[src/assert_macros.svh]
// ----------------------------------------------------------------------------
// Assertion macros
// Shared concurrent assertion forms, clocked on clk and held off in reset.
// ----------------------------------------------------------------------------
`ifndef ASSERT_MACROS_SVH
`define ASSERT_MACROS_SVH

// Simple implication checked on every rising clock edge.
`define ASSERT_IMPL(name, ante, cons, msg) \
    name: assert property (@(posedge clk) disable iff (!rst_n) (ante) |-> (cons)) \
        else $error(msg);

// Next-cycle implication.
`define ASSERT_NEXT(name, ante, cons, msg) \
    name: assert property (@(posedge clk) disable iff (!rst_n) (ante) |=> (cons)) \
        else $error(msg);

`endif

[src/ctd_pkg.sv]
// ----------------------------------------------------------------------------
// ctd_pkg
// Types, constants and byte classifiers for the chunked transfer decoder.
// ----------------------------------------------------------------------------
package ctd_pkg;

    localparam int SIZE_BITS = 32;

    localparam logic [7:0] CHAR_CR    = 8'h0D;
    localparam logic [7:0] CHAR_LF    = 8'h0A;
    localparam logic [7:0] CHAR_SPACE = 8'h20;
    localparam logic [7:0] CHAR_TAB   = 8'h09;

    // Trailer after a zero size is CR LF CR LF: four steps.
    localparam logic [2:0] TRAIL_LEN = 3'd4;

    typedef enum logic [2:0] {
        PH_WS     = 3'd0,
        PH_DIGITS = 3'd1,
        PH_SKIP   = 3'd2,
        PH_DATA   = 3'd3,
        PH_TRAIL  = 3'd4
    } phase_t;

    typedef enum logic [1:0] {
        ST_ONGOING = 2'd0,
        ST_DONE    = 2'd1,
        ST_FAIL    = 2'd2
    } status_t;

    typedef struct packed {
        phase_t               phase;
        logic [SIZE_BITS-1:0] chunk_count;
        logic                 digit_seen;
        logic [2:0]           step_index;
        logic                 failed;
    } ctd_state_t;

    typedef struct packed {
        logic       payload_valid;
        logic [7:0] payload_byte;
        status_t    status;
    } ctd_result_t;

    localparam ctd_state_t STATE_RESET = '{
        phase:       PH_WS,
        chunk_count: '0,
        digit_seen:  1'b0,
        step_index:  3'd0,
        failed:      1'b0
    };

    // Bit 4 flags a hex digit, bits 3:0 hold its value.
    function automatic logic [4:0] hex_decode(input logic [7:0] b);
        logic [4:0] r;
        r = 5'd0;
        if (b inside {[8'h30:8'h39]})
            r = {1'b1, b[3:0]};
        else if (b inside {[8'h61:8'h66], [8'h41:8'h46]})
            r = {1'b1, b[3:0] + 4'd9};
        return r;
    endfunction

    function automatic logic is_space(input logic [7:0] b);
        return (b == CHAR_SPACE) || (b inside {[CHAR_TAB:CHAR_CR]});
    endfunction

endpackage

[src/ctd_step.sv]
// ----------------------------------------------------------------------------
// ctd_step
// Next-state and result logic for one message byte.
// ----------------------------------------------------------------------------
module ctd_step
(
    input  ctd_pkg::ctd_state_t  cur,
    input  logic [7:0]           in_byte,
    input  logic                 is_last,
    output ctd_pkg::ctd_state_t  nxt,
    output ctd_pkg::ctd_result_t res
);

    logic [4:0]                    hex;
    logic                          is_hex;
    logic [3:0]                    digit;
    logic                          ovf;
    logic [ctd_pkg::SIZE_BITS-1:0] shifted;
    logic [ctd_pkg::SIZE_BITS-1:0] dec_count;
    logic [7:0]                    trail_char;
    ctd_pkg::ctd_state_t           upd;

    assign hex        = ctd_pkg::hex_decode(in_byte);
    assign is_hex     = hex[4];
    assign digit      = hex[3:0];
    assign dec_count  = cur.chunk_count - 1'b1;
    assign trail_char = cur.step_index[0] ? ctd_pkg::CHAR_LF : ctd_pkg::CHAR_CR;

    // Size digit append; in whitespace phase the size restarts from zero
    always_comb
    begin
        if (cur.phase == ctd_pkg::PH_WS)
        begin
            ovf     = 1'b0;
            shifted = {{(ctd_pkg::SIZE_BITS-4){1'b0}}, digit};
        end
        else
        begin
            ovf     = (cur.chunk_count[ctd_pkg::SIZE_BITS-1 -: 4] != 4'd0);
            shifted = {cur.chunk_count[ctd_pkg::SIZE_BITS-5:0], digit};
        end
    end

    always_comb
    begin
        upd                  = cur;
        res.payload_valid    = 1'b0;
        res.payload_byte     = 8'd0;
        res.status           = ctd_pkg::ST_ONGOING;

        if (!cur.failed)
        begin
            case (cur.phase)
                ctd_pkg::PH_WS,
                ctd_pkg::PH_DIGITS:
                begin
                    if (is_hex)
                    begin
                        upd.phase = ctd_pkg::PH_DIGITS;
                        if (ovf)
                        begin
                            upd.failed = 1'b1;
                        end
                        else
                        begin
                            upd.chunk_count = shifted;
                            upd.digit_seen  = 1'b1;
                        end
                    end
                    else if (cur.phase == ctd_pkg::PH_WS)
                    begin
                        if (!ctd_pkg::is_space(in_byte))
                            upd.failed = 1'b1;
                    end
                    else if (cur.chunk_count != '0)
                    begin
                        upd.phase      = ctd_pkg::PH_SKIP;
                        upd.step_index = 3'd1;
                    end
                    else if (in_byte == ctd_pkg::CHAR_CR)
                    begin
                        upd.phase      = ctd_pkg::PH_TRAIL;
                        upd.step_index = 3'd1;
                    end
                    else
                    begin
                        upd.failed = 1'b1;
                    end
                end
                ctd_pkg::PH_SKIP:
                begin
                    upd.phase      = ctd_pkg::PH_DATA;
                    upd.step_index = 3'd0;
                end
                ctd_pkg::PH_DATA:
                begin
                    res.payload_valid = 1'b1;
                    res.payload_byte  = in_byte;
                    upd.chunk_count   = dec_count;
                    if (dec_count == '0)
                    begin
                        upd.phase      = ctd_pkg::PH_WS;
                        upd.digit_seen = 1'b0;
                    end
                end
                ctd_pkg::PH_TRAIL:
                begin
                    if (cur.step_index < ctd_pkg::TRAIL_LEN && in_byte == trail_char)
                        upd.step_index = cur.step_index + 3'd1;
                    else
                        upd.failed = 1'b1;
                end
                default:
                begin
                    upd.failed = 1'b1;
                end
            endcase
        end

        if (is_last)
        begin
            if (!upd.failed && upd.phase == ctd_pkg::PH_TRAIL
                && upd.step_index == ctd_pkg::TRAIL_LEN)
                res.status = ctd_pkg::ST_DONE;
            else
                res.status = ctd_pkg::ST_FAIL;
            nxt = ctd_pkg::STATE_RESET;
        end
        else
        begin
            nxt = upd;
        end
    end

endmodule

[src/chunked_transfer_decoder_top.sv]
// ----------------------------------------------------------------------------
// chunked_transfer_decoder_top
// Chunked body decoder: one result item per input byte, payload passed out.
// ----------------------------------------------------------------------------
// Path: input accept to result valid runs through input reg, then result reg.
// Throughput: 1 item per cycle while out_stall is low; the decode state loop
//   closes through ctd_step, between the input and the result register.
// Reset: rst_n async low; both stages empty, decoder state back to the
//   whitespace-before-size phase with size, step and failure cleared.
// ----------------------------------------------------------------------------
`include "assert_macros.svh"

module chunked_transfer_decoder_top
(
    input  logic       clk,
    input  logic       rst_n,

    input  logic       in_valid,
    output logic       in_stall,
    input  logic [7:0] in_byte,
    input  logic       is_last,

    output logic       out_valid,
    input  logic       out_stall,
    output logic       payload_valid,
    output logic [7:0] payload_byte,
    output logic [1:0] status
);

    // Input stage
    logic       in_valid_reg;
    logic [7:0] in_byte_reg;
    logic       in_last_reg;

    // Decoder state and result stage
    ctd_pkg::ctd_state_t  state_reg;
    ctd_pkg::ctd_state_t  state_next;
    ctd_pkg::ctd_result_t res_next;
    ctd_pkg::ctd_result_t res_reg;
    logic                 out_valid_reg;

    logic out_load;   // result register can take a new item
    logic advance;    // input stage item moves into result stage
    logic in_take;

    assign out_load = !out_valid_reg || !out_stall;
    assign advance  = in_valid_reg && out_load;
    // Input register is free when empty or draining this cycle
    assign in_stall = in_valid_reg && !out_load;
    assign in_take  = in_valid && !in_stall;

    always_ff @(posedge clk or negedge rst_n)
    begin
        if (!rst_n)
            in_valid_reg <= 1'b0;
        else if (!in_stall)
            in_valid_reg <= in_valid;
    end

    always_ff @(posedge clk)
    begin
        if (in_take)
        begin
            in_byte_reg <= in_byte;
            in_last_reg <= is_last;
        end
    end

    ctd_step u_step
    (
        .cur     (state_reg),
        .in_byte (in_byte_reg),
        .is_last (in_last_reg),
        .nxt     (state_next),
        .res     (res_next)
    );

    // State only moves when the item is committed to the result register
    always_ff @(posedge clk or negedge rst_n)
    begin
        if (!rst_n)
            state_reg <= ctd_pkg::STATE_RESET;
        else if (advance)
            state_reg <= state_next;
    end

    always_ff @(posedge clk or negedge rst_n)
    begin
        if (!rst_n)
            out_valid_reg <= 1'b0;
        else if (out_load)
            out_valid_reg <= in_valid_reg;
    end

    always_ff @(posedge clk)
    begin
        if (advance)
            res_reg <= res_next;
    end

    assign out_valid     = out_valid_reg;
    assign payload_valid = res_reg.payload_valid;
    assign payload_byte  = res_reg.payload_byte;
    assign status        = res_reg.status;

    // ------------------------------------------------------------------------
    // Assertions
    // ------------------------------------------------------------------------
    `ASSERT_IMPL(a_stall_needs_item, in_stall, in_valid_reg, "stall with empty input stage")
    `ASSERT_NEXT(a_last_resets, advance && in_last_reg, state_reg == ctd_pkg::STATE_RESET, "state not reset after last byte")
    `ASSERT_IMPL(a_data_not_done, out_valid_reg && res_reg.payload_valid, res_reg.status != ctd_pkg::ST_DONE, "data byte reported as finished")
    `ASSERT_IMPL(a_trail_bound, state_reg.phase == ctd_pkg::PH_TRAIL, state_reg.step_index <= ctd_pkg::TRAIL_LEN, "trailer step out of range")

endmodule
[config.mk]
export PLATFORM = sky130hd
export DESIGN_NAME = chunked_transfer_decoder_top
export DESIGN_NICKNAME = d
export VERILOG_FILES = /design/src/ctd_pkg.sv /design/src/ctd_step.sv /design/src/chunked_transfer_decoder_top.sv
export VERILOG_INCLUDE_DIRS = /design/src /design/src/src
export SDC_FILE = /design/constraint.sdc
export NUM_CORES = 1
export LEC_CHECK = 0
export BUFFER_PORTS_ARGS = -buffer_cell sky130_fd_sc_hd__buf_2
export CAP_MARGIN = 20
export CORE_ASPECT_RATIO = 0.9
export CORE_MARGIN = 2
export CORE_UTILIZATION = 61
export CTS_CLUSTER_DIAMETER = 60
export DETAILED_ROUTE_END_ITERATION = 10
export PLACE_DENSITY = 0.86
export SLEW_MARGIN = 20
export SYNTH_ARGS = -nofsm -noshare
export SYNTH_HDL_FRONTEND = slang
export SYNTH_SLANG_ARGS = --single-unit
[constraint.sdc]
create_clock -name clk -period 3.35 [get_ports clk]
set_input_delay 0.67 -clock clk [delete_from_list [all_inputs] [get_ports clk]]
set_output_delay 0.67 -clock clk [all_outputs]
set_load 0.05 [all_outputs]
==> impl_metrics.ini <==
[floorplanning]
die_h_um = 81.3
placeableCoreArea_um2 = 6480
die-area_um2 = 7300
design.portCount = 26
number_of_rows_created_at_floorplan = 28
die_w_um = 89.9
initial_utilization_pct = 62.4

[drt]
routed_vias_inst = 6.76
routed_wl_mm = 10.3
via_count = 3797
drc_errors = 0
detail_route.first_pass.iterations = 6
detail_route.wl_per_cell_um = 18.3
number_of_drc_markers_in_iteration_0 = 581
route.antenna.remaining_nets = 0

[final_layout]
n_antenna_cell = 0
stdcell_area_um2 = 4410
largest_register_ffs = 39
ff_latch_area_um2 = 1630
num-nets-final = 486
finish.cell_count_without_fillers = 562
num-fill-cells = 482
utilization_pct = 68.0
post_route_cells_drive_above_1_share_pct = 16.7
multiInputGateArea_um2 = 2210
area_overhead_of_the_layout_relative_to_synthesis_pct = 8.97

[yosys]
synth-async-reset-ratio_pct = 67.2
synthesis.area_um2 = 4050
synth_largest_type_area_fraction_pct = 25.4
synthFlopType = sky130_fd_sc_hd__dfrtp_1
yosys_warnings = 0
synth.area.top_cells = sky130_fd_sc_hd__dfrtp_1 (25%), sky130_fd_sc_hd__edfxtp_1 (15%), sky130_fd_sc_hd__nor2_1 (4.7%)
ys_types = 77
synth-seq-cells = 61
synth-seq-area-share_pct = 40.2
synth-edff-count = 20
synth_top_area_cell = sky130_fd_sc_hd__dfrtp_1
synthesis.nets = 479
syn-mean-instance-area_um2 = 8.80
syn_inst = 460

[grt]
grt_antenna_before_repair = 0
grt.met2_usage_pct = 44.8
global_route.peak_usage_layer = met2
grt_start_max_net_pins = 43
global_route.usage.met1_pct = 42.8
gr-usage-met3_pct = 6.31
grt_pass1_vias = 3420
gr-total-overflow = 0
wire_length_of_the_first_global_routing_pass_mm = 17.3
track_usage_pct = 29.7

[worst_setup_path]
worst_path_max_delay_cell = sky130_fd_sc_hd__a2111oi_2
cp_cell_sequence = inv_1, ha_1, o21bai_1, a2111oi_2, o22ai_1, a21oi_1, o21ai_2, or2_1, o21ai_1
critical_path.max_fanout = 21
sort_of_element_at_the_start_of_the_critical_path = flip-flop
critical-path-max-stage-delay_ps = 650
critical_path_arrival_ps = 3380
timing.critical_path.required_ps = 3620
ff2ff_path_depth = 9
worstSetupEndpointType = flip-flop
criticalPathCategory = flip-flop to flip-flop

[cts]
post_cts_hold_buffer_count = 0
clock-root-buffer = sky130_fd_sc_hd__clkbuf_8
cts.repair_timing.setup_buffer_count = 0
clk_path_buf_depth = 2
numCtsBuffers = 9
worstSkewPairLatency_ps = 360
htree_levels = 3
tritoncts = built
cts_resized = 0
cts_sinks = 61
cts.clk_slew.worst_paths_ps = 80

[timing]
maxSlewViolCount = 0
measured_slew_at_the_worst_slew_check_pin_ps = 941
finalCriticalPeriod_ps = 3110
clock-skew-final_ps = 12.5
finalCritPeriodShare_pct = 92.7
final_hold_viol_count = 0
tns_setup_ps = 0
max_slew_headroom_pct = 37.3
fin_worst_hold_slack_ps = 452
max_freq_mhz = 322
unrepaired_setup_endpoints_after_global_routing = no
setup_viol = 0

[place]
dp.cells = 546
placedInstanceArea_um2 = 4160
portBuffers = 25
gp_congestion = 0.948
detailed_place_hpwl_mm = 6.93

[power]
cellLeakagePower_uw = 0.00182
irDropWorstVdd_uv = 349
power.density_cell_area_nw_per_um2 = 442

[run]
max_cap_viol_count = 0

[worst_hold_path]
hold_class = input port to asynchronous set/reset pin

[outcome]
run_status = finished clean
==> report_power, final <==
part | switching [µW] | total, µW | internal [µW]
Clock | 322 | 819 | 497
Combinational | 211 | 304 | 92.9
Sequential | 30.5 | 826 | 796
Total | 563 | 1950 | 1390
==> Yosys cell counts (2+ instances only) <==
| library cell | number |
|---|---|
| sky130_fd_sc_hd__o21bai_1 | 2 |
| sky130_fd_sc_hd__xnor2_1 | 7 |
| sky130_fd_sc_hd__nand3b_1 | 2 |
| sky130_fd_sc_hd__nand2_1 | 33 |
| sky130_fd_sc_hd__inv_1 | 11 |
| sky130_fd_sc_hd__a22o_1 | 5 |
| sky130_fd_sc_hd__buf_4 | 5 |
| sky130_fd_sc_hd__clkbuf_1 | 20 |
| sky130_fd_sc_hd__o31ai_1 | 9 |
| sky130_fd_sc_hd__a32oi_1 | 7 |
| sky130_fd_sc_hd__a211oi_1 | 4 |
| sky130_fd_sc_hd__or2b_1 | 2 |
| sky130_fd_sc_hd__and3_1 | 2 |
| sky130_fd_sc_hd__or4_1 | 3 |
| sky130_fd_sc_hd__nand4_1 | 6 |
| sky130_fd_sc_hd__and2_1 | 8 |
| sky130_fd_sc_hd__a21oi_1 | 28 |
| sky130_fd_sc_hd__xor2_1 | 9 |
| sky130_fd_sc_hd__or2_2 | 5 |
| sky130_fd_sc_hd__nor4_2 | 5 |
| sky130_fd_sc_hd__or3_1 | 8 |
| sky130_fd_sc_hd__o22ai_1 | 2 |
| sky130_fd_sc_hd__nor2b_1 | 2 |
| sky130_fd_sc_hd__buf_2 | 8 |
| sky130_fd_sc_hd__a22oi_1 | 11 |
| sky130_fd_sc_hd__o21ai_0 | 18 |
| sky130_fd_sc_hd__nor3_1 | 24 |
| sky130_fd_sc_hd__dfrtp_1 | 41 |
| sky130_fd_sc_hd__ha_1 | 6 |
| sky130_fd_sc_hd__nand3_1 | 9 |
| sky130_fd_sc_hd__nor4b_1 | 2 |
| sky130_fd_sc_hd__o21ai_1 | 29 |
| sky130_fd_sc_hd__edfxtp_1 | 20 |
| sky130_fd_sc_hd__nor2_1 | 51 |
| sky130_fd_sc_hd__nor3_2 | 4 |
| sky130_fd_sc_hd__nor4_1 | 7 |
| sky130_fd_sc_hd__nand2b_1 | 5 |
==> layout make-up <==
cell class	count	share of cell area [%]
clock buffer	9	2.81
clock inverter	7	2.81
inverter	11	0.936
multi-input combinational	353	50.1
sequential	61	36.9
tap	90	2.55
timing repair buffer	31	3.86
==> worst paths after layout <==
path / start / to / slack [ps]
hold / removal: rst_n / state_reg[23]$_DFFE_PN0P_ / 450
min in group clk: in_byte[2] / in_byte_reg[2]$_DFFE_PP_ / 480
setup reg to reg: in_byte_reg[1]$_DFFE_PP_ / state_reg[36]$_DFFE_PN0P_ / 240
setup / recovery: in_byte_reg[1]$_DFFE_PP_ / state_reg[36]$_DFFE_PN0P_ / 240
max in group asynchronous: rst_n / state_reg[39]$_DFFE_PN0P_ / 2310
hold reg to reg: state_reg[3]$_DFFE_PN0P_ / state_reg[3]$_DFFE_PN0P_ / 510
==> metrics by stage <==
step | power, µW | setup slack [ps]
finish | 1950 | 243
detailed placement | 1140 | 374
CTS | 1950 | 293
global placement | 1130 | 531
floorplan | 1060 | 760
global route | 2020 | 18.7
==> cell usage in the layout, fill, tap and decap left out, types with 3 or more instances in the layout <==
master	instances
sky130_fd_sc_hd__nand2b_1	5
sky130_fd_sc_hd__nor3_2	4
sky130_fd_sc_hd__nand3_1	9
sky130_fd_sc_hd__inv_1	11
sky130_fd_sc_hd__xor2_1	9
sky130_fd_sc_hd__or2_2	5
sky130_fd_sc_hd__xnor2_1	7
sky130_fd_sc_hd__o31ai_1	9
sky130_fd_sc_hd__nand4_1	6
sky130_fd_sc_hd__nor3_1	24
sky130_fd_sc_hd__clkinv_4	3
sky130_fd_sc_hd__nor2_1	51
sky130_fd_sc_hd__ha_1	6
sky130_fd_sc_hd__edfxtp_1	20
sky130_fd_sc_hd__nor4_2	5
sky130_fd_sc_hd__dfrtp_1	41
sky130_fd_sc_hd__bufinv_16	3
sky130_fd_sc_hd__or3_1	8
sky130_fd_sc_hd__o21ai_1	28
sky130_fd_sc_hd__o21ai_0	18
sky130_fd_sc_hd__a21oi_1	28
sky130_fd_sc_hd__or4_1	3
sky130_fd_sc_hd__buf_4	6
sky130_fd_sc_hd__nor4_1	7
sky130_fd_sc_hd__a211oi_1	4
sky130_fd_sc_hd__a22o_1	5
sky130_fd_sc_hd__buf_2	25
sky130_fd_sc_hd__a22oi_1	11
sky130_fd_sc_hd__a32oi_1	7
sky130_fd_sc_hd__and2_1	8
sky130_fd_sc_hd__clkbuf_8	9
sky130_fd_sc_hd__nand2_1	33
==> worst max-delay path, delay by kind of cell, from the launching register on <==
kind | cells | cell delay [ps]
adders and majority gates | 1 | 280
AOI/OAI and AO/OA | 6 | 1600
DFF | 1 | 460
buffers and inverters | 1 | 140
and+or+nand+nor | 1 | 540
==> cells by family (layout without fill, tap and decap cells) <==
| family | after synthesis | count (layout) | synth area share [%] |
|---|---|---|---|
| buf+inv | 46 | 58 | 5.26 |
| fa+ha+maj | 6 | 6 | 1.86 |
| flops | 61 | 61 | 40.2 |
| mux | 2 | 2 | 0.526 |
| simple gates | 191 | 191 | 26.1 |
| compound gates | 138 | 138 | 22.6 |
| xor+xnor | 16 | 16 | 3.46 |
==> metal layers <==
layer	vias up	wire (µm)	part of all wire, %
met1	1806	4440	43
met4	0	227	2.2
met5	-	0	0
met3	30	1010	9.8
li1	1724	-	-
met2	237	4630	45
Power figures use the tool's default switching activity.
